[src/hdl/stcpm_pkg.sv]
package stcpm_pkg;

   // Mapping selected by the mode register. The unused code falls back to the heat map.
   typedef enum logic [1:0] {
      MODE_LUMA   = 2'd0,
      MODE_RAMP   = 2'd1,
      MODE_HEAT   = 2'd2
   } mode_type;

   localparam mode_type MODE_RESET = MODE_HEAT;

   // Band edges of the color ramp, on the offset sample u = s + 32768.
   localparam logic [15:0] BAND_ONE_END = 16'd21627;
   localparam logic [15:0] BAND_TWO_END = 16'd43254;

   localparam logic [7:0] CHANNEL_FULL = 8'd255;
   localparam logic [7:0] CHANNEL_ZERO = 8'd0;

   typedef struct packed {
      logic signed [15:0] sample;
      logic               last_sample;
   } sample_type;

   typedef struct packed {
      logic [7:0] alpha;
      logic [7:0] red;
      logic [7:0] green;
      logic [7:0] blue;
      logic [7:0] gray;
      logic       single_component;
      logic       clamped;
      logic       last_pixel;
   } pixel_type;

endpackage

[src/hdl/stcpm_if.sv]
interface stcpm_req_if;
   import stcpm_pkg::*;

   logic               valid;
   logic               ready;
   logic signed [15:0] sample;
   logic               last_sample;

   modport source (output valid, output sample, output last_sample, input ready);
   modport sink (input valid, input sample, input last_sample, output ready);
endinterface

interface stcpm_rsp_if;
   import stcpm_pkg::*;

   logic       valid;
   logic       ready;
   logic [7:0] alpha;
   logic [7:0] red;
   logic [7:0] green;
   logic [7:0] blue;
   logic [7:0] gray;
   logic       single_component;
   logic       clamped;
   logic       last_pixel;

   modport source (
      output valid, output alpha, output red, output green, output blue,
      output gray, output single_component, output clamped, output last_pixel,
      input ready
   );
   modport sink (
      input valid, input alpha, input red, input green, input blue,
      input gray, input single_component, input clamped, input last_pixel,
      output ready
   );
endinterface

[src/hdl/sample_to_color_pixel_mapper.sv]
// Sample-to-pixel color mapper.
//
// Each word on the request channel carries one signed Q1.15 audio sample and a
// last-sample flag; each word on the response channel carries one pixel. The
// mapping (gray, three-band color ramp, or signed heat map) is chosen by the
// two-bit mode register, written through csr_write_enable and csr_write_data.
// Change the mode only while no word is in flight.
//
// A request word is captured in an input register, mapped by short constant
// multiply logic, and lands in a result register that offers the pixel on the
// response channel. Both registers advance together, which gives a sustained
// rate of one word per clock with no bubbles while rsp ready stays high.
//
// When the receiver stalls, the result register holds its word and the input
// register fills behind it; req ready drops only when both are occupied and
// rsp ready is low. Synchronous reset empties both stages and puts the mode
// register into heat map mode.
module sample_to_color_pixel_mapper
   import stcpm_pkg::*;
(
   input  logic        clock,
   input  logic        reset,
   input  logic        csr_write_enable,
   input  logic [1:0]  csr_write_data,
   stcpm_req_if.sink   req_chan,
   stcpm_rsp_if.source rsp_chan
);

   mode_type   mode_ff;
   mode_type   mode_in;
   logic       s1_valid_ff;
   logic       s1_valid_in;
   sample_type s1_word_ff;
   sample_type s1_word_in;
   logic       rsp_valid_ff;
   logic       rsp_valid_in;
   pixel_type  rsp_pixel_ff;
   pixel_type  rsp_pixel_in;
   pixel_type  mapped_pixel;
   logic       rsp_advance;
   logic       s1_advance;
   logic       req_take;

   // The result register frees up whenever it is empty or its word is taken,
   // and the input register can move forward in that same cycle.
   assign rsp_advance = !rsp_valid_ff || rsp_chan.ready;
   assign s1_advance  = !s1_valid_ff || rsp_advance;
   assign req_take    = req_chan.valid && s1_advance;

   assign req_chan.ready = s1_advance;

   // Mode register; only the two low bits matter and the spare code acts as heat.
   always_comb begin
      mode_in = mode_ff;
      if (csr_write_enable) begin
         mode_in = mode_type'(csr_write_data);
      end
   end

   // Input register stage.
   always_comb begin
      s1_valid_in = s1_advance ? req_chan.valid : s1_valid_ff;
      s1_word_in  = s1_word_ff;
      if (req_take) begin
         s1_word_in.sample      = req_chan.sample;
         s1_word_in.last_sample = req_chan.last_sample;
      end
   end

   stcpm_map u_map (
      .mode      (mode_ff),
      .sample_in (s1_word_ff),
      .pixel     (mapped_pixel)
   );

   // Result register stage.
   always_comb begin
      rsp_valid_in = rsp_advance ? s1_valid_ff : rsp_valid_ff;
      rsp_pixel_in = (rsp_advance && s1_valid_ff) ? mapped_pixel : rsp_pixel_ff;
   end

   always_ff @(posedge clock) begin
      if (reset) begin
         mode_ff      <= MODE_RESET;
         s1_valid_ff  <= 1'b0;
         rsp_valid_ff <= 1'b0;
      end else begin
         mode_ff      <= mode_in;
         s1_valid_ff  <= s1_valid_in;
         rsp_valid_ff <= rsp_valid_in;
      end
   end

   // Payload registers carry no reset.
   always_ff @(posedge clock) begin
      s1_word_ff   <= s1_word_in;
      rsp_pixel_ff <= rsp_pixel_in;
   end

   assign rsp_chan.valid            = rsp_valid_ff;
   assign rsp_chan.alpha            = rsp_pixel_ff.alpha;
   assign rsp_chan.red              = rsp_pixel_ff.red;
   assign rsp_chan.green            = rsp_pixel_ff.green;
   assign rsp_chan.blue             = rsp_pixel_ff.blue;
   assign rsp_chan.gray             = rsp_pixel_ff.gray;
   assign rsp_chan.single_component = rsp_pixel_ff.single_component;
   assign rsp_chan.clamped          = rsp_pixel_ff.clamped;
   assign rsp_chan.last_pixel       = rsp_pixel_ff.last_pixel;

   // A gray pixel carries nothing in the color channels.
   assert property (@(posedge clock) disable iff (reset)
      rsp_valid_ff && rsp_pixel_ff.single_component |->
         rsp_pixel_ff.alpha == CHANNEL_ZERO && rsp_pixel_ff.red == CHANNEL_ZERO &&
         rsp_pixel_ff.green == CHANNEL_ZERO && rsp_pixel_ff.blue == CHANNEL_ZERO)
      else $error("gray pixel has nonzero color channels");

   // A color pixel has full alpha and no gray byte.
   assert property (@(posedge clock) disable iff (reset)
      rsp_valid_ff && !rsp_pixel_ff.single_component |->
         rsp_pixel_ff.alpha == CHANNEL_FULL && rsp_pixel_ff.gray == CHANNEL_ZERO)
      else $error("color pixel has wrong alpha or gray byte");

   // Saturation in color modes only happens at the top of the blue band.
   assert property (@(posedge clock) disable iff (reset)
      rsp_valid_ff && rsp_pixel_ff.clamped && !rsp_pixel_ff.single_component |->
         rsp_pixel_ff.blue == CHANNEL_FULL && rsp_pixel_ff.green == CHANNEL_ZERO)
      else $error("clamp flagged outside the blue band");

   // A word in the input register moves to the result register when it is free.
   assert property (@(posedge clock) disable iff (reset)
      s1_valid_ff && rsp_advance |=> rsp_valid_ff)
      else $error("word lost between input and result registers");

   // Reset leaves the mapper in heat map mode.
   assert property (@(posedge clock)
      reset |=> mode_ff == MODE_HEAT)
      else $error("mode register not reset to heat map");

endmodule

[src/hdl/stcpm_map.sv]
module stcpm_map
   import stcpm_pkg::*;
(
   input  mode_type   mode,
   input  sample_type sample_in,
   output pixel_type  pixel
);

   logic [15:0] offset_u;
   logic [22:0] half_prod;
   logic [7:0]  half_chan;
   logic [25:0] rise_prod;
   logic        in_band_one;
   logic        in_band_two;
   logic [15:0] fade_dist;
   logic [17:0] fade_triple;
   logic signed [18:0] fade_num;
   logic        fade_sat;
   logic [24:0] fade_prod;
   logic [7:0]  fade_chan;

   // The low fifteen bits of s and of s + 32768 agree, so one product serves gray
   // and both halves of the heat map.
   assign offset_u  = {~sample_in.sample[15], sample_in.sample[14:0]};
   assign half_prod = 23'(sample_in.sample[14:0]) * 23'd255;
   assign half_chan = half_prod[22:15];

   assign rise_prod   = 26'(offset_u) * 26'd765;
   assign in_band_one = offset_u < BAND_ONE_END;
   assign in_band_two = !in_band_one && (offset_u < BAND_TWO_END);

   assign fade_dist   = in_band_two ? (offset_u - BAND_ONE_END) : (offset_u - BAND_TWO_END);
   assign fade_triple = {1'b0, fade_dist, 1'b0} + {2'b00, fade_dist};
   assign fade_num    = 19'sd65536 - $signed({1'b0, fade_triple});
   assign fade_sat    = fade_num[18];
   assign fade_prod   = 25'(fade_num[16:0]) * 25'd255;
   assign fade_chan   = fade_sat ? CHANNEL_ZERO : fade_prod[23:16];

   always_comb begin
      pixel                  = '0;
      pixel.last_pixel       = sample_in.last_sample;
      case (mode)
         MODE_LUMA: begin
            pixel.single_component = 1'b1;
            pixel.clamped          = sample_in.sample[15];
            pixel.gray             = sample_in.sample[15] ? CHANNEL_ZERO : half_chan;
         end
         MODE_RAMP: begin
            pixel.alpha = CHANNEL_FULL;
            if (in_band_one) begin
               pixel.red   = CHANNEL_FULL;
               pixel.green = rise_prod[23:16];
            end else if (in_band_two) begin
               pixel.red   = fade_chan;
               pixel.green = CHANNEL_FULL;
            end else begin
               pixel.green   = fade_chan;
               pixel.blue    = CHANNEL_FULL;
               pixel.clamped = fade_sat;
            end
         end
         default: begin
            pixel.alpha = CHANNEL_FULL;
            if (sample_in.sample[15]) begin
               pixel.blue = half_chan;
            end else if (sample_in.sample[14:0] != 15'd0) begin
               pixel.red = half_chan;
            end else begin
               pixel.green = CHANNEL_FULL;
            end
         end
      endcase
   end

endmodule
[src/flat_wrapper.sv]
// flat-port wrapper written by rule: the top's interface ports become plain ports
module sample_to_color_pixel_mapper_flat import stcpm_pkg::*;
  (clock, reset, csr_write_enable, csr_write_data, req_chan_valid, req_chan_sample, req_chan_last_sample, req_chan_ready, rsp_chan_valid, rsp_chan_alpha, rsp_chan_red, rsp_chan_green, rsp_chan_blue, rsp_chan_gray, rsp_chan_single_component, rsp_chan_clamped, rsp_chan_last_pixel, rsp_chan_ready);
  stcpm_req_if req_chan_i ();
  stcpm_rsp_if rsp_chan_i ();
  input  logic clock;
  input  logic reset;
  input  logic csr_write_enable;
  input  logic [1:0] csr_write_data;
  input wire logic [$bits(req_chan_i.valid)-1:0] req_chan_valid;
  input wire logic [$bits(req_chan_i.sample)-1:0] req_chan_sample;
  input wire logic [$bits(req_chan_i.last_sample)-1:0] req_chan_last_sample;
  output wire logic [$bits(req_chan_i.ready)-1:0] req_chan_ready;
  output wire logic [$bits(rsp_chan_i.valid)-1:0] rsp_chan_valid;
  output wire logic [$bits(rsp_chan_i.alpha)-1:0] rsp_chan_alpha;
  output wire logic [$bits(rsp_chan_i.red)-1:0] rsp_chan_red;
  output wire logic [$bits(rsp_chan_i.green)-1:0] rsp_chan_green;
  output wire logic [$bits(rsp_chan_i.blue)-1:0] rsp_chan_blue;
  output wire logic [$bits(rsp_chan_i.gray)-1:0] rsp_chan_gray;
  output wire logic [$bits(rsp_chan_i.single_component)-1:0] rsp_chan_single_component;
  output wire logic [$bits(rsp_chan_i.clamped)-1:0] rsp_chan_clamped;
  output wire logic [$bits(rsp_chan_i.last_pixel)-1:0] rsp_chan_last_pixel;
  input wire logic [$bits(rsp_chan_i.ready)-1:0] rsp_chan_ready;
  assign req_chan_i.valid = req_chan_valid;
  assign req_chan_i.sample = req_chan_sample;
  assign req_chan_i.last_sample = req_chan_last_sample;
  assign req_chan_ready = req_chan_i.ready;
  assign rsp_chan_valid = rsp_chan_i.valid;
  assign rsp_chan_alpha = rsp_chan_i.alpha;
  assign rsp_chan_red = rsp_chan_i.red;
  assign rsp_chan_green = rsp_chan_i.green;
  assign rsp_chan_blue = rsp_chan_i.blue;
  assign rsp_chan_gray = rsp_chan_i.gray;
  assign rsp_chan_single_component = rsp_chan_i.single_component;
  assign rsp_chan_clamped = rsp_chan_i.clamped;
  assign rsp_chan_last_pixel = rsp_chan_i.last_pixel;
  assign rsp_chan_i.ready = rsp_chan_ready;
  sample_to_color_pixel_mapper u_core (.clock(clock), .reset(reset), .csr_write_enable(csr_write_enable), .csr_write_data(csr_write_data), .req_chan(req_chan_i), .rsp_chan(rsp_chan_i));
endmodule
[config.mk]
export PLATFORM = sky130hd
export DESIGN_NAME = sample_to_color_pixel_mapper_flat
export DESIGN_NICKNAME = d
export VERILOG_FILES = /design/src/hdl/stcpm_pkg.sv /design/src/hdl/stcpm_if.sv /design/src/hdl/sample_to_color_pixel_mapper.sv /design/src/hdl/stcpm_map.sv /design/src/flat_wrapper.sv
export SDC_FILE = /design/constraint.sdc
export NUM_CORES = 1
export LEC_CHECK = 0
export BUFFER_PORTS_ARGS = -buffer_cell sky130_fd_sc_hd__buf_4
export CAP_MARGIN = 20
export CORE_MARGIN = 4
export CORE_UTILIZATION = 55
export DETAILED_ROUTE_END_ITERATION = 6
export PLACE_DENSITY = 0.77
export SYNTH_ARGS = -nofsm -noshare
export SYNTH_HDL_FRONTEND = slang
export SYNTH_SLANG_ARGS = --single-unit
[constraint.sdc]
create_clock -name clock -period 13.74 [get_ports clock]
set_clock_uncertainty 0.05 [all_clocks]
set_input_delay 1.374 -clock clock [delete_from_list [all_inputs] [get_ports clock]]
set_output_delay 1.374 -clock clock [all_outputs]
set_load 0.05 [all_outputs]
==> impl_metrics.py <==
metrics = {
    "run": {
        "max-cap-violations": 0,
    },
    "floorplanning": {
        "fp.dieW_microns": 157.2,
        "core-area_sq_um": 21890,
        "start_util": 0.5594,
        "die_area_sq_um": 24720,
        "die_h_microns": 157.2,
        "pin_count": 69,
        "rows": 54,
    },
    "route": {
        "via_per_inst": 5.588,
        "first_iter_violations": 636,
        "via_count": 8801,
        "ant_nets": 0,
        "routedWlPerCell_microns": 17.57,
        "drc": 0,
        "routed_wl_microns": 27680,
        "dr.pass1.iters": 6,
    },
    "sta": {
        "hold_viol": 0,
        "setup_viol": 0,
        "max_clock_freq_mhz": 89.99,
        "relSlewSlack": 0.3133,
        "slew_viol_final": 0,
        "rsz0062_at_grt": "no",
        "fin_hold_ws_ns": 0.3737,
        "setup_ws_ns": 2.628,
        "setup_tns_ns": 0,
        "min_period_ns": 11.11,
        "tightest_slew_ns": 1.030,
        "post-route-period-util": 0.8088,
    },
    "cts": {
        "clk_pin_slew_worst_paths_ns": 0.06,
        "post-cts-setup-buffer-count": 0,
        "hold_buffers": 0,
        "numCtsBuffers": 9,
        "htreeDepth": 3,
        "clk_path_buf_depth": 2,
        "cts_tree": "yes",
        "cts_sinks": 57,
        "clock_latency_ns": 0.34,
        "clockRootBuffer": "clkbuf_16",
        "cts.repair.resized": 0,
    },
    "synthesis": {
        "synth_top_family_by_area": "adder cells",
        "synth_common_cells": "305 x inv_1, 215 x ha_1, 185 x fa_1",
        "syn_avg_cell_area_sq_um": 9.996,
        "synthesis.nets": 1649,
        "synth.area.top_cells": "fa_1 30%, ha_1 22%, edfxtp_1 13%, inv_1 9.3%, xnor2_1 3.8%",
        "ys_async_sr_fraction": 0,
        "synth_edf_count": 53,
        "synthMuxAreaShare": 0.003270,
        "synthSimpleGateAreaFrac": 0.06049,
        "synth_xor_area_frac": 0.06039,
        "yosysUniqueCellTypes": 67,
        "yosysMostFrequentCell": "inv_1",
        "synth-compound-area-share": 0.1154,
        "netlist_area_sq_um": 12250,
        "syn-instance-count": 1225,
        "yosysTopAreaCellShare": 0.3024,
        "synthAdderAreaFrac": 0.5238,
        "synth_ff_type": "edfxtp_1",
        "synth_seq_cells": 57,
        "yosys_warnings": 0,
        "yosysTopAreaCell": "fa_1",
        "ys_seq_area_frac": 0.1365,
    },
    "finish": {
        "num_antenna_cells": 0,
        "post-route-util": 0.6117,
        "fillCellCount": 1809,
        "area_growth_pct": 9.359,
        "drive_gt1_frac": 0.07876,
        "nNetsFinal": 1714,
    },
    "global_route": {
        "grt_max_degree": 37,
        "antenna_found_initial": 0,
        "grt_pass1_vias": 9321,
        "grtUsageTotal": 0.2365,
        "overflow": 0,
        "grt_pass1_wl_microns": 46690,
    },
    "placement": {
        "place_ws_ns": 2.748,
        "portBuffers": 68,
        "place_hpwl_microns": 23540,
        "gp_congestion": 0.9398,
    },
    "setup_path": {
        "start_kind": "flop",
        "crit_arrival_ns": 11.15,
        "path_common_cell": "ha_1",
        "worstPathMaxFanout": 13,
        "end_kind": "flop",
        "r2r_start": "u_core.s1_word_ff[14]",
        "cp_slowest_stage_delay_ns": 0.65,
        "critical_path.startpoint": "u_core.s1_word_ff[14]",
        "critPathTopFamily": "compound AO/OA/AOI/OAI gates",
        "crit_type": "flop to flop",
        "crit_required_ns": 13.78,
        "cp_num_buf_inv": 4,
        "cp_slowest_cell": "edfxtp_1",
    },
    "hold_path": {
        "holdCritStartpoint": "u_core.s1_word_ff[0]",
        "hold_class": "flop to flop",
    },
    "outcome": {
        "status": "completed",
    },
}
[routing by layer]
metal	up-vias	track usage	share of wire
met5	-	0	0
met4	0	0.06268	0.023
met3	47	0.02585	0.051
met2	269	0.4093	0.51
met1	4373	0.3189	0.42
li1	4112	-	-
[registers in the layout, summed over array words and instances (netlist names), 2 cells and up]
name	flops
u_core.mode_ff	2
u_core.rsp_chan.blue	8
u_core.rsp_chan.gray	8
u_core.rsp_chan.green	8
u_core.rsp_chan.red	8
u_core.s1_word_ff	17
[final cells by class]
type | instances | area, sq um | area share
clock inverter | 7 | 127.6 | 0.009530
timing repair buffer | 69 | 518.0 | 0.03868
clock buffer | 9 | 225.2 | 0.01682
sequential | 57 | 1672 | 0.1248
tap | 280 | 350.3 | 0.02616
inverter | 305 | 1145 | 0.08549
multi-input combinational | 848 | 9354 | 0.6985
[cell families (layout without fill, tap and decap cells)]
kind of cell	after synthesis	count (layout)
xor+xnor	78	78
mux	4	4
flops	57	57
simple gates	153	153
buf+inv	320	390
compound gates	211	211
fa+ha+maj	402	402
[path summary, 6_finish.rpt]
kind                                              endpoint  slack, ns  depth (start not counted)
worst max-delay path                u_core.rsp_chan.red[7]       2.63                         34
worst min-delay path            u_core.rsp_chan.last_pixel       0.37                          0
worst max register to register      u_core.rsp_chan.red[7]       2.63                         34
worst min register to register  u_core.rsp_chan.last_pixel       0.37                          0
[per-stage QoR]
step | cells | instance area [sq um]
2_1_floorplan | 1225 | 12250
5_1_grt | 1575 | 13390
3_3_place_gp | 1558 | 13030
3_5_place_dp | 1558 | 13030
6_report | 1575 | 13390
4_1_cts | 1574 | 13380
[worst reg2reg max path, delay by kind of cell (launching register included)]
| family | cells | cell delay [ns] |
|---|---|---|
| xor gates and xnor gates | 1 | 0.26 |
| muxes | 1 | 0.35 |
| AOI/OAI and AO/OA | 14 | 4.08 |
| DFF | 1 | 0.65 |
| adders and majority gates | 8 | 3.19 |
| and+or+nand+nor | 6 | 1.65 |
| buffers and inverters | 4 | 0.61 |
[cells in the final DEF, fill, tap and decap left out, types with 3 or more instances in the layout]
cell type,n
o21a_1,7
a211o_1,3
fa_1,185
clkbuf_16,9
xor2_1,20
a31o_2,3
o221ai_1,3
bufinv_16,3
and3_1,10
a21o_1,26
a221o_1,4
nor2b_1,7
a21oi_1,62
clkinv_4,3
and2_1,8
nand3_1,10
o21ai_0,46
o22ai_1,8
nand2_1,43
nor3_1,8
nand4_1,7
o21bai_1,5
a31oi_1,6
or3_1,3
edfxtp_1,53
ha_1,215
o211ai_1,3
xnor2_1,53
buf_4,69
inv_1,305
nor2_1,43
a211oi_1,8
mux2i_1,4
dfxtp_1,4
xnor2_2,3
Power is not shown: default switching activity piles up to over one toggle a cycle in this logic, so the estimate is an artifact.
